===== src/rtl/udr_pkg.sv =====
`default_nettype none
// ----------------------------------------------------------------------------
// udr_pkg
// Shared types and constants for the websocket unmask / upcase / reframe block.
// ----------------------------------------------------------------------------
package udr_pkg;

    localparam logic [7:0] HDR_TEXT_FIN  = 8'h81;
    localparam logic [6:0] LEN_CODE_MAX7 = 7'd125;
    localparam logic [6:0] LEN_CODE_16   = 7'd126;
    localparam logic [7:0] LEN_BYTE_16   = 8'd126;
    localparam int unsigned KEY_BYTES    = 4;

    localparam int unsigned QUEUE_DEPTH = 8;
    localparam int unsigned QUEUE_AW    = $clog2(QUEUE_DEPTH);

    typedef enum logic [2:0] {
        PH_HDR0  = 3'd0,
        PH_HDR1  = 3'd1,
        PH_LENHI = 3'd2,
        PH_LENLO = 3'd3,
        PH_KEY   = 3'd4,
        PH_DATA  = 3'd5
    } phase_t;

    typedef enum logic [1:0] {
        CMD_HDR  = 2'd0,
        CMD_DATA = 2'd1,
        CMD_ERR  = 2'd2
    } cmd_kind_t;

    // one queued request from the parser to the emitter
    typedef struct packed {
        cmd_kind_t   kind;
        logic        last;
        logic [15:0] value;
    } cmd_t;

endpackage : udr_pkg
`default_nettype wire


===== src/rtl/udr_front.sv =====
`default_nettype none
// ----------------------------------------------------------------------------
// udr_front
// Frame parser: tracks the client header, captures the key, unmasks and
// upcases payload bytes and issues one request per producing input byte.
// ----------------------------------------------------------------------------
module udr_front
(
    input  wire logic           clk,
    input  wire logic           rst_n,
    input  wire logic           in_valid,
    input  wire logic [7:0]     in_byte,
    output logic                in_stall,
    input  wire logic           queue_full,
    output logic                push,
    output udr_pkg::cmd_t       push_cmd
);

    udr_pkg::phase_t phase_reg, phase_next;
    logic [15:0] len_reg, len_next;
    logic [15:0] done_reg, done_next;
    logic [31:0] key_reg, key_next;
    logic [7:0]  len_hi_reg, len_hi_next;
    logic        halted_reg, halted_next;

    logic        accept;
    logic [7:0]  key_byte;
    logic [7:0]  plain;
    logic [7:0]  upper;
    logic        data_last;

    assign in_stall = queue_full;
    assign accept   = in_valid && !queue_full;

    always_comb
    begin
        case (done_reg[1:0])
            2'd0:    key_byte = key_reg[31:24];
            2'd1:    key_byte = key_reg[23:16];
            2'd2:    key_byte = key_reg[15:8];
            default: key_byte = key_reg[7:0];
        endcase
    end

    assign plain = in_byte ^ key_byte;
    assign upper = (plain >= 8'h61 && plain <= 8'h7A) ? (plain - 8'h20) : plain;
    assign data_last = ({1'b0, done_reg} + 17'd1) >= {1'b0, len_reg};

    always_comb
    begin
        phase_next  = phase_reg;
        len_next    = len_reg;
        done_next   = done_reg;
        key_next    = key_reg;
        len_hi_next = len_hi_reg;
        halted_next = halted_reg;
        push        = 1'b0;
        push_cmd    = '{kind: udr_pkg::CMD_ERR, last: 1'b0, value: 16'd0};

        if (accept)
        begin
            if (halted_reg)
            begin
                push = 1'b1;
            end
            else
            begin
                case (phase_reg)
                    udr_pkg::PH_HDR1:
                    begin
                        if (in_byte[6:0] <= udr_pkg::LEN_CODE_MAX7)
                        begin
                            len_next   = {9'd0, in_byte[6:0]};
                            done_next  = 16'd0;
                            phase_next = udr_pkg::PH_KEY;
                        end
                        else if (in_byte[6:0] == udr_pkg::LEN_CODE_16)
                        begin
                            phase_next = udr_pkg::PH_LENHI;
                        end
                        else
                        begin
                            halted_next = 1'b1;
                            push        = 1'b1;
                        end
                    end
                    udr_pkg::PH_LENHI:
                    begin
                        len_hi_next = in_byte;
                        phase_next  = udr_pkg::PH_LENLO;
                    end
                    udr_pkg::PH_LENLO:
                    begin
                        len_next   = {len_hi_reg, in_byte};
                        done_next  = 16'd0;
                        phase_next = udr_pkg::PH_KEY;
                    end
                    udr_pkg::PH_KEY:
                    begin
                        key_next  = {key_reg[23:0], in_byte};
                        done_next = done_reg + 16'd1;
                        if (done_reg >= 16'(udr_pkg::KEY_BYTES - 1))
                        begin
                            push          = 1'b1;
                            push_cmd.kind = udr_pkg::CMD_HDR;
                            push_cmd.value = len_reg;
                            done_next     = 16'd0;
                            phase_next    = (len_reg == 16'd0) ? udr_pkg::PH_HDR0
                                                               : udr_pkg::PH_DATA;
                        end
                    end
                    udr_pkg::PH_DATA:
                    begin
                        push           = 1'b1;
                        push_cmd.kind  = udr_pkg::CMD_DATA;
                        push_cmd.last  = data_last;
                        push_cmd.value = {8'd0, upper};
                        done_next      = done_reg + 16'd1;
                        if (data_last)
                        begin
                            done_next  = 16'd0;
                            phase_next = udr_pkg::PH_HDR0;
                        end
                    end
                    default:
                    begin
                        phase_next = udr_pkg::PH_HDR1;
                    end
                endcase
            end
        end
    end

    always_ff @(posedge clk or negedge rst_n)
    begin
        if (!rst_n)
        begin
            phase_reg  <= udr_pkg::PH_HDR0;
            len_reg    <= 16'd0;
            done_reg   <= 16'd0;
            key_reg    <= 32'd0;
            len_hi_reg <= 8'd0;
            halted_reg <= 1'b0;
        end
        else
        begin
            phase_reg  <= phase_next;
            len_reg    <= len_next;
            done_reg   <= done_next;
            key_reg    <= key_next;
            len_hi_reg <= len_hi_next;
            halted_reg <= halted_next;
        end
    end

endmodule : udr_front
`default_nettype wire


===== src/rtl/udr_queue.sv =====
`default_nettype none
// ----------------------------------------------------------------------------
// udr_queue
// Small request queue between the parser and the emitter.
// ----------------------------------------------------------------------------
module udr_queue
(
    input  wire logic           clk,
    input  wire logic           rst_n,
    input  wire logic           push,
    input  udr_pkg::cmd_t       push_cmd,
    output logic                full,
    input  wire logic           pop,
    output udr_pkg::cmd_t       head,
    output logic                empty
);

    udr_pkg::cmd_t mem [udr_pkg::QUEUE_DEPTH];

    logic [udr_pkg::QUEUE_AW-1:0] wr_ptr_reg, wr_ptr_next;
    logic [udr_pkg::QUEUE_AW-1:0] rd_ptr_reg, rd_ptr_next;
    logic [udr_pkg::QUEUE_AW:0]   count_reg, count_next;
    logic do_push;
    logic do_pop;

    assign full    = count_reg == (udr_pkg::QUEUE_AW+1)'(udr_pkg::QUEUE_DEPTH);
    assign empty   = count_reg == '0;
    assign do_push = push && !full;
    assign do_pop  = pop && !empty;
    assign head    = mem[rd_ptr_reg];

    always_comb
    begin
        wr_ptr_next = do_push ? wr_ptr_reg + 1'b1 : wr_ptr_reg;
        rd_ptr_next = do_pop ? rd_ptr_reg + 1'b1 : rd_ptr_reg;
        count_next  = count_reg;
        if (do_push && !do_pop)
        begin
            count_next = count_reg + 1'b1;
        end
        else if (do_pop && !do_push)
        begin
            count_next = count_reg - 1'b1;
        end
    end

    always_ff @(posedge clk)
    begin
        if (do_push)
        begin
            mem[wr_ptr_reg] <= push_cmd;
        end
    end

    always_ff @(posedge clk or negedge rst_n)
    begin
        if (!rst_n)
        begin
            wr_ptr_reg <= '0;
            rd_ptr_reg <= '0;
            count_reg  <= '0;
        end
        else
        begin
            wr_ptr_reg <= wr_ptr_next;
            rd_ptr_reg <= rd_ptr_next;
            count_reg  <= count_next;
        end
    end

endmodule : udr_queue
`default_nettype wire


===== src/rtl/udr_back.sv =====
`default_nettype none
// ----------------------------------------------------------------------------
// udr_back
// Frame emitter: expands queued requests into server frame bytes and holds
// them in an output register.
// ----------------------------------------------------------------------------
module udr_back
(
    input  wire logic           clk,
    input  wire logic           rst_n,
    input  udr_pkg::cmd_t       head,
    input  wire logic           empty,
    output logic                pop,
    output logic                out_valid,
    input  wire logic           out_stall,
    output logic [7:0]          out_byte,
    output logic                out_last,
    output logic                length_error
);

    logic [1:0] step_reg, step_next;
    logic       valid_reg, valid_next;
    logic [7:0] byte_reg, byte_next;
    logic       last_reg, last_next;
    logic       err_reg, err_next;

    logic       load;
    logic       short_len;

    assign load      = !valid_reg || !out_stall;
    assign short_len = head.value < 16'(udr_pkg::LEN_BYTE_16);

    always_comb
    begin
        step_next  = step_reg;
        valid_next = valid_reg;
        byte_next  = byte_reg;
        last_next  = last_reg;
        err_next   = err_reg;
        pop        = 1'b0;

        if (load)
        begin
            valid_next = !empty;
            if (!empty)
            begin
                last_next = 1'b0;
                err_next  = 1'b0;
                pop       = 1'b1;
                step_next = 2'd0;
                case (head.kind)
                    udr_pkg::CMD_HDR:
                    begin
                        // short form: 0x81 len; long form: 0x81 126 hi lo
                        case (step_reg)
                            2'd0:
                            begin
                                byte_next = udr_pkg::HDR_TEXT_FIN;
                                pop       = 1'b0;
                                step_next = 2'd1;
                            end
                            2'd1:
                            begin
                                if (short_len)
                                begin
                                    byte_next = head.value[7:0];
                                    last_next = head.value == 16'd0;
                                end
                                else
                                begin
                                    byte_next = udr_pkg::LEN_BYTE_16;
                                    pop       = 1'b0;
                                    step_next = 2'd2;
                                end
                            end
                            2'd2:
                            begin
                                byte_next = head.value[15:8];
                                pop       = 1'b0;
                                step_next = 2'd3;
                            end
                            default:
                            begin
                                byte_next = head.value[7:0];
                            end
                        endcase
                    end
                    udr_pkg::CMD_DATA:
                    begin
                        byte_next = head.value[7:0];
                        last_next = head.last;
                    end
                    default:
                    begin
                        byte_next = 8'd0;
                        err_next  = 1'b1;
                    end
                endcase
            end
        end
    end

    always_ff @(posedge clk or negedge rst_n)
    begin
        if (!rst_n)
        begin
            step_reg  <= 2'd0;
            valid_reg <= 1'b0;
        end
        else
        begin
            step_reg  <= step_next;
            valid_reg <= valid_next;
        end
    end

    always_ff @(posedge clk)
    begin
        byte_reg <= byte_next;
        last_reg <= last_next;
        err_reg  <= err_next;
    end

    assign out_valid    = valid_reg;
    assign out_byte     = byte_reg;
    assign out_last     = last_reg;
    assign length_error = err_reg;

endmodule : udr_back
`default_nettype wire


===== src/rtl/websocket_unmask_upcase_reframe.sv =====
`default_nettype none
// ----------------------------------------------------------------------------
// websocket_unmask_upcase_reframe
// Client frame deframer, unmasker and upcaser that re-emits server text frames.
// ----------------------------------------------------------------------------
// path: the first result of an input byte is written into the request queue and
//   then loaded into the output register
// throughput: one input byte per cycle unless in_stall is high; payload bytes
//   leave one per cycle unless out_stall is high; a frame header is two or four
//   bytes, absorbed by an eight-entry request queue between parser and emitter
// reset: asynchronous, active low; parser returns to the first header byte,
//   queue and output register empty, error halt cleared
module websocket_unmask_upcase_reframe
(
    input  wire logic           clk,
    input  wire logic           rst_n,
    input  wire logic           in_valid,
    output logic                in_stall,
    input  wire logic [7:0]     in_byte,
    output logic                out_valid,
    input  wire logic           out_stall,
    output logic [7:0]          out_byte,
    output logic                out_last,
    output logic                length_error
);

    logic          push;
    udr_pkg::cmd_t push_cmd;
    logic          queue_full;
    logic          pop;
    udr_pkg::cmd_t head;
    logic          empty;

    udr_front u_front
    (
        .clk        (clk),
        .rst_n      (rst_n),
        .in_valid   (in_valid),
        .in_byte    (in_byte),
        .in_stall   (in_stall),
        .queue_full (queue_full),
        .push       (push),
        .push_cmd   (push_cmd)
    );

    udr_queue u_queue
    (
        .clk      (clk),
        .rst_n    (rst_n),
        .push     (push),
        .push_cmd (push_cmd),
        .full     (queue_full),
        .pop      (pop),
        .head     (head),
        .empty    (empty)
    );

    udr_back u_back
    (
        .clk          (clk),
        .rst_n        (rst_n),
        .head         (head),
        .empty        (empty),
        .pop          (pop),
        .out_valid    (out_valid),
        .out_stall    (out_stall),
        .out_byte     (out_byte),
        .out_last     (out_last),
        .length_error (length_error)
    );

endmodule : websocket_unmask_upcase_reframe
`default_nettype wire


===== config.mk =====
export PLATFORM = sky130hd
export DESIGN_NAME = websocket_unmask_upcase_reframe
export DESIGN_NICKNAME = d
export VERILOG_FILES = /design/src/rtl/udr_pkg.sv /design/src/rtl/udr_front.sv /design/src/rtl/udr_queue.sv /design/src/rtl/udr_back.sv /design/src/rtl/websocket_unmask_upcase_reframe.sv
export SDC_FILE = /design/constraint.sdc
export NUM_CORES = 1
export LEC_CHECK = 0
export ABC_AREA = 1
export BUFFER_PORTS_ARGS = -buffer_cell sky130_fd_sc_hd__buf_2
export CAP_MARGIN = 25
export CORE_ASPECT_RATIO = 1.2
export CORE_MARGIN = 8
export CORE_UTILIZATION = 55
export DETAILED_ROUTE_END_ITERATION = 12
export GPL_ROUTABILITY_DRIVEN = 0
export PLACE_DENSITY = 0.71
export REMOVE_ABC_BUFFERS = 1
export SKIP_CTS_REPAIR_TIMING = 1
export SYNTH_ARGS = -nofsm -noshare
export SYNTH_HDL_FRONTEND = slang
export SYNTH_HIERARCHICAL = 1
export SYNTH_SLANG_ARGS = --single-unit

===== constraint.sdc =====
create_clock -name clk -period 3.7 [get_ports clk]
set_clock_uncertainty 0.05 [all_clocks]
set_input_delay 0.37 -clock clk [delete_from_list [all_inputs] [get_ports clk]]
set_output_delay 0.37 -clock clk [all_outputs]
set_load 0.02 [all_outputs]

==> reports/results.ini <==
[run_status]
status=complete, no violations

[worst_setup_path]
crit-reg2reg-launch=u_front/done_reg[0]$_DFFE_PN0P_
crit_type=flip-flop to flip-flop
arrival_ns=3.67
required_ns=4.00
r2r_slack_ns=0.33
crit_fanout=8
startpoint_type=flip-flop
crit_path_start=u_front/done_reg[0]$_DFFE_PN0P_
critPathCaptureType=flip-flop
crit_path_end=u_queue/mem[7][16]$_DFFE_PP_
r2r_cells=16
reg2reg_to=u_queue/mem[7][16]$_DFFE_PP_

[sta]
setup_viol=0
worst_slack_ns=0.329
hold_viol_final=0
timing.fmax_ghz=0.297
slew_violations=0
maxSlewHeadroom_pct=41.8
tightest_slew_ns=0.866
period_share_pct=91.1
rsz0062_at_grt=no
fin_crit_ns=3.37

[routing]
wl_per_cell_um=16.4
antenna_left=0
num_vias=9185
drt_first_pass_iters=7
vias_per_cell=5.42
initialDrtViolationCount=700
drc=0
routed_wl_mm=27.9

[power_and_ir_drop]
ir_drop_mv=0.373
power.leakage_nw=6.06
power_mw=8.93
pwr_density_cell_nw_per_um2=651

[grt]
grt_usage_pct=20.5
grt-ovfl-total=0
grt_pass1_vias=8949
grt_max_degree=78
grt_pass1_wl_mm=45.7
antenna_found_initial=0

[placement]
detailed_place_hpwl_mm=18.5
dpl_worst_slack_ns=0.283
numPortBuffers=23

[synthesis]
ys_warn_count=6
syn_area_sq_um=12200
ys_seq_area_share_pct=57.9
syn_inst=1357
yosysUniqueCellTypes=40
syn_avg_cell_area_sq_um=9.02
synth_seq_cells=251

[floorplanning]
initial_core_util_pct=55.3
coreArea_sq_um=22100
dieArea_sq_um=27300
io_pins=24
row_count=60
die_x_um=152
die_h_um=179

[clock_tree]
cts_buffers=26
ctsRootBufferMaster=clkbuf_16
cts_tree=yes
path_clk_slew_ns=0.06
htree_levels=1
clock_latency_ns=0.53
cts_buffer_depth=3
numClockSinks=251

[cells_and_area]
syn_to_final_growth_pct=12.1
antenna_cells=0
num-fill-cells=1834
nets=1438
largest_reg_flops=152
drive_gt1_share_pct=10.4

[run]
cap_viol_max_count=0

[hold_path]
min_path_type=input pin to flip-flop

-- synth_stat cells, drive strengths merged --
cell	n	area, sq um
nor3b	2	15.0
buf	27	209
clkbuf	22	82.6
xor2	8	70.1
a21boi	1	7.51
nor4	8	50.1
nand3	57	295
nor3	18	95.1
nand3b	3	22.5
fa	1	20.0
ha	27	338
nor2	115	479
nand2	497	1890
nand4	16	115
or2	2	12.5
o31ai	1	7.51
edfxtp	162	4860
dfrtp	89	2230
a21oi	27	139
o21ai	136	681
xnor2	4	35.0
a31oi	1	6.26
o21a	2	15.0
clkinv	1	3.75
and2	1	6.26
mux2	10	113
inv	119	447
-- worst min-delay path by stage --
| stage | start | to | slack (ns) | cells after the start |
|---|---|---|---|---|
| after floorplan | rst_n | u_back/out_valid$_DFFE_PN0N_ | 0.02 | 0 |
| after global placement | u_front/halted_reg$_DFFE_PN0P_ | u_front/halted_reg$_DFFE_PN0P_ | 0.42 | 2 |
| after detailed placement | u_front/key_reg[0]$_DFFE_PN0P_ | u_front/key_reg[0]$_DFFE_PN0P_ | 0.43 | 2 |
| after CTS | rst_n | u_front/done_reg[14]$_DFFE_PN0P_ | -0.04 | 1 |
| after global routing | out_stall | u_back/out_valid$_DFFE_PN0N_ | 0.01 | 3 |
| final | out_stall | u_back/out_valid$_DFFE_PN0N_ | 0.02 | 3 |
-- power breakdown --
group          internal [mW]  leakage (nW)  switching, mW
sequential              3.36          2.69          0.135
clock                   1.55         0.411           1.08
combinational          0.913          2.95           1.89
total                   5.82          6.06           3.11
-- per-layer routing --
metal  share of wire (%)  up-vias  global-route usage (%)
li1                    -     4541                       -
met1                  42     4374                    25.1
met2                  51      223                    36.2
met3                 4.4       47                    2.64
met4                 2.6        0                    7.73
met5                   0        -                       0
-- worst max-delay path, stage by stage (launching register included) --
cell and delay [ns]:
dfrtp_1 0.45, ha_1 0.26, nand2_2 0.09, nor2_4 0.11, inv_2 0.07, nor3_1 0.30
nand2_1 0.15, nor2_1 0.15, xor2_1 0.20, inv_1 0.07, ha_1 0.31, nand4_1 0.11
nor4_1 0.27, nand2_1 0.15, nand3_1 0.15, nand2_1 0.10, inv_1 0.20
-- cells in the final DEF, fill, tap and decap left out, types with 2 or more instances in the layout --
cell type     n
clkbuf_16    27
nand2_4       2
nor2_2       12
mux2_2       10
clkinv_2      3
a21oi_2       2
clkinvlp_4    4
nand4_1      15
nor3_1       17
nor2_1       98
nor3b_1       2
a21oi_1      25
ha_1         27
nor4_1        8
nand2_1     493
nand2_2       2
bufinv_16     3
nand3_1      55
buf_2        22
dfrtp_1      88
nor2_4        5
clkinv_1      3
nand3_2       2
xor2_1        8
clkbuf_1      5
xnor2_1       4
nand3b_1      3
buf_4        31
o21a_1        2
buf_12        7
inv_1       113
edfxtp_1    162
o21ai_1      41
clkinv_4      2
inv_2         5
o21ai_0      95
-- cells by family (layout without fill, tap and decap cells) --
kind of cell / Yosys count / after routing / synth area share (%)
xor gates and xnor gates: 12 / 12 / 0.859
buffers and inverters: 169 / 229 / 6.06
muxes: 10 / 10 / 0.920
and+or+nand+nor: 719 / 719 / 24.3
AOI/OAI and AO/OA: 168 / 168 / 6.99
adders and majority gates: 28 / 28 / 2.92
DFF: 251 / 251 / 57.9
-- cell type report --
type / instances / area, sq um / area share, %
Sequential cell: 251 / 7090 / 51.7
Clock buffer: 32 / 694 / 5.06
Multi-Input combinational cell: 937 / 4440 / 32.3
Clock inverter: 15 / 171 / 1.25
Timing Repair Buffer: 62 / 520 / 3.79
Tap cell: 279 / 349 / 2.54
Inverter: 120 / 453 / 3.30
-- metrics by stage --
step	hold WS, ns	utilization [%]	instances	TNS (ns)	instance area [sq um]
finish	0.0173	61.9	1696	0	13700
global route	0.0127	61.9	1696	0	13700
CTS	-0.0412	61.7	1694	0	13700
detailed placement	0.426	57.8	1647	0	12800
global placement	0.417	57.8	1647	0	12800
floorplan	0.0244	-	1308	-2.16	12000
No activity file was read; power rests on OpenSTA's default activity.
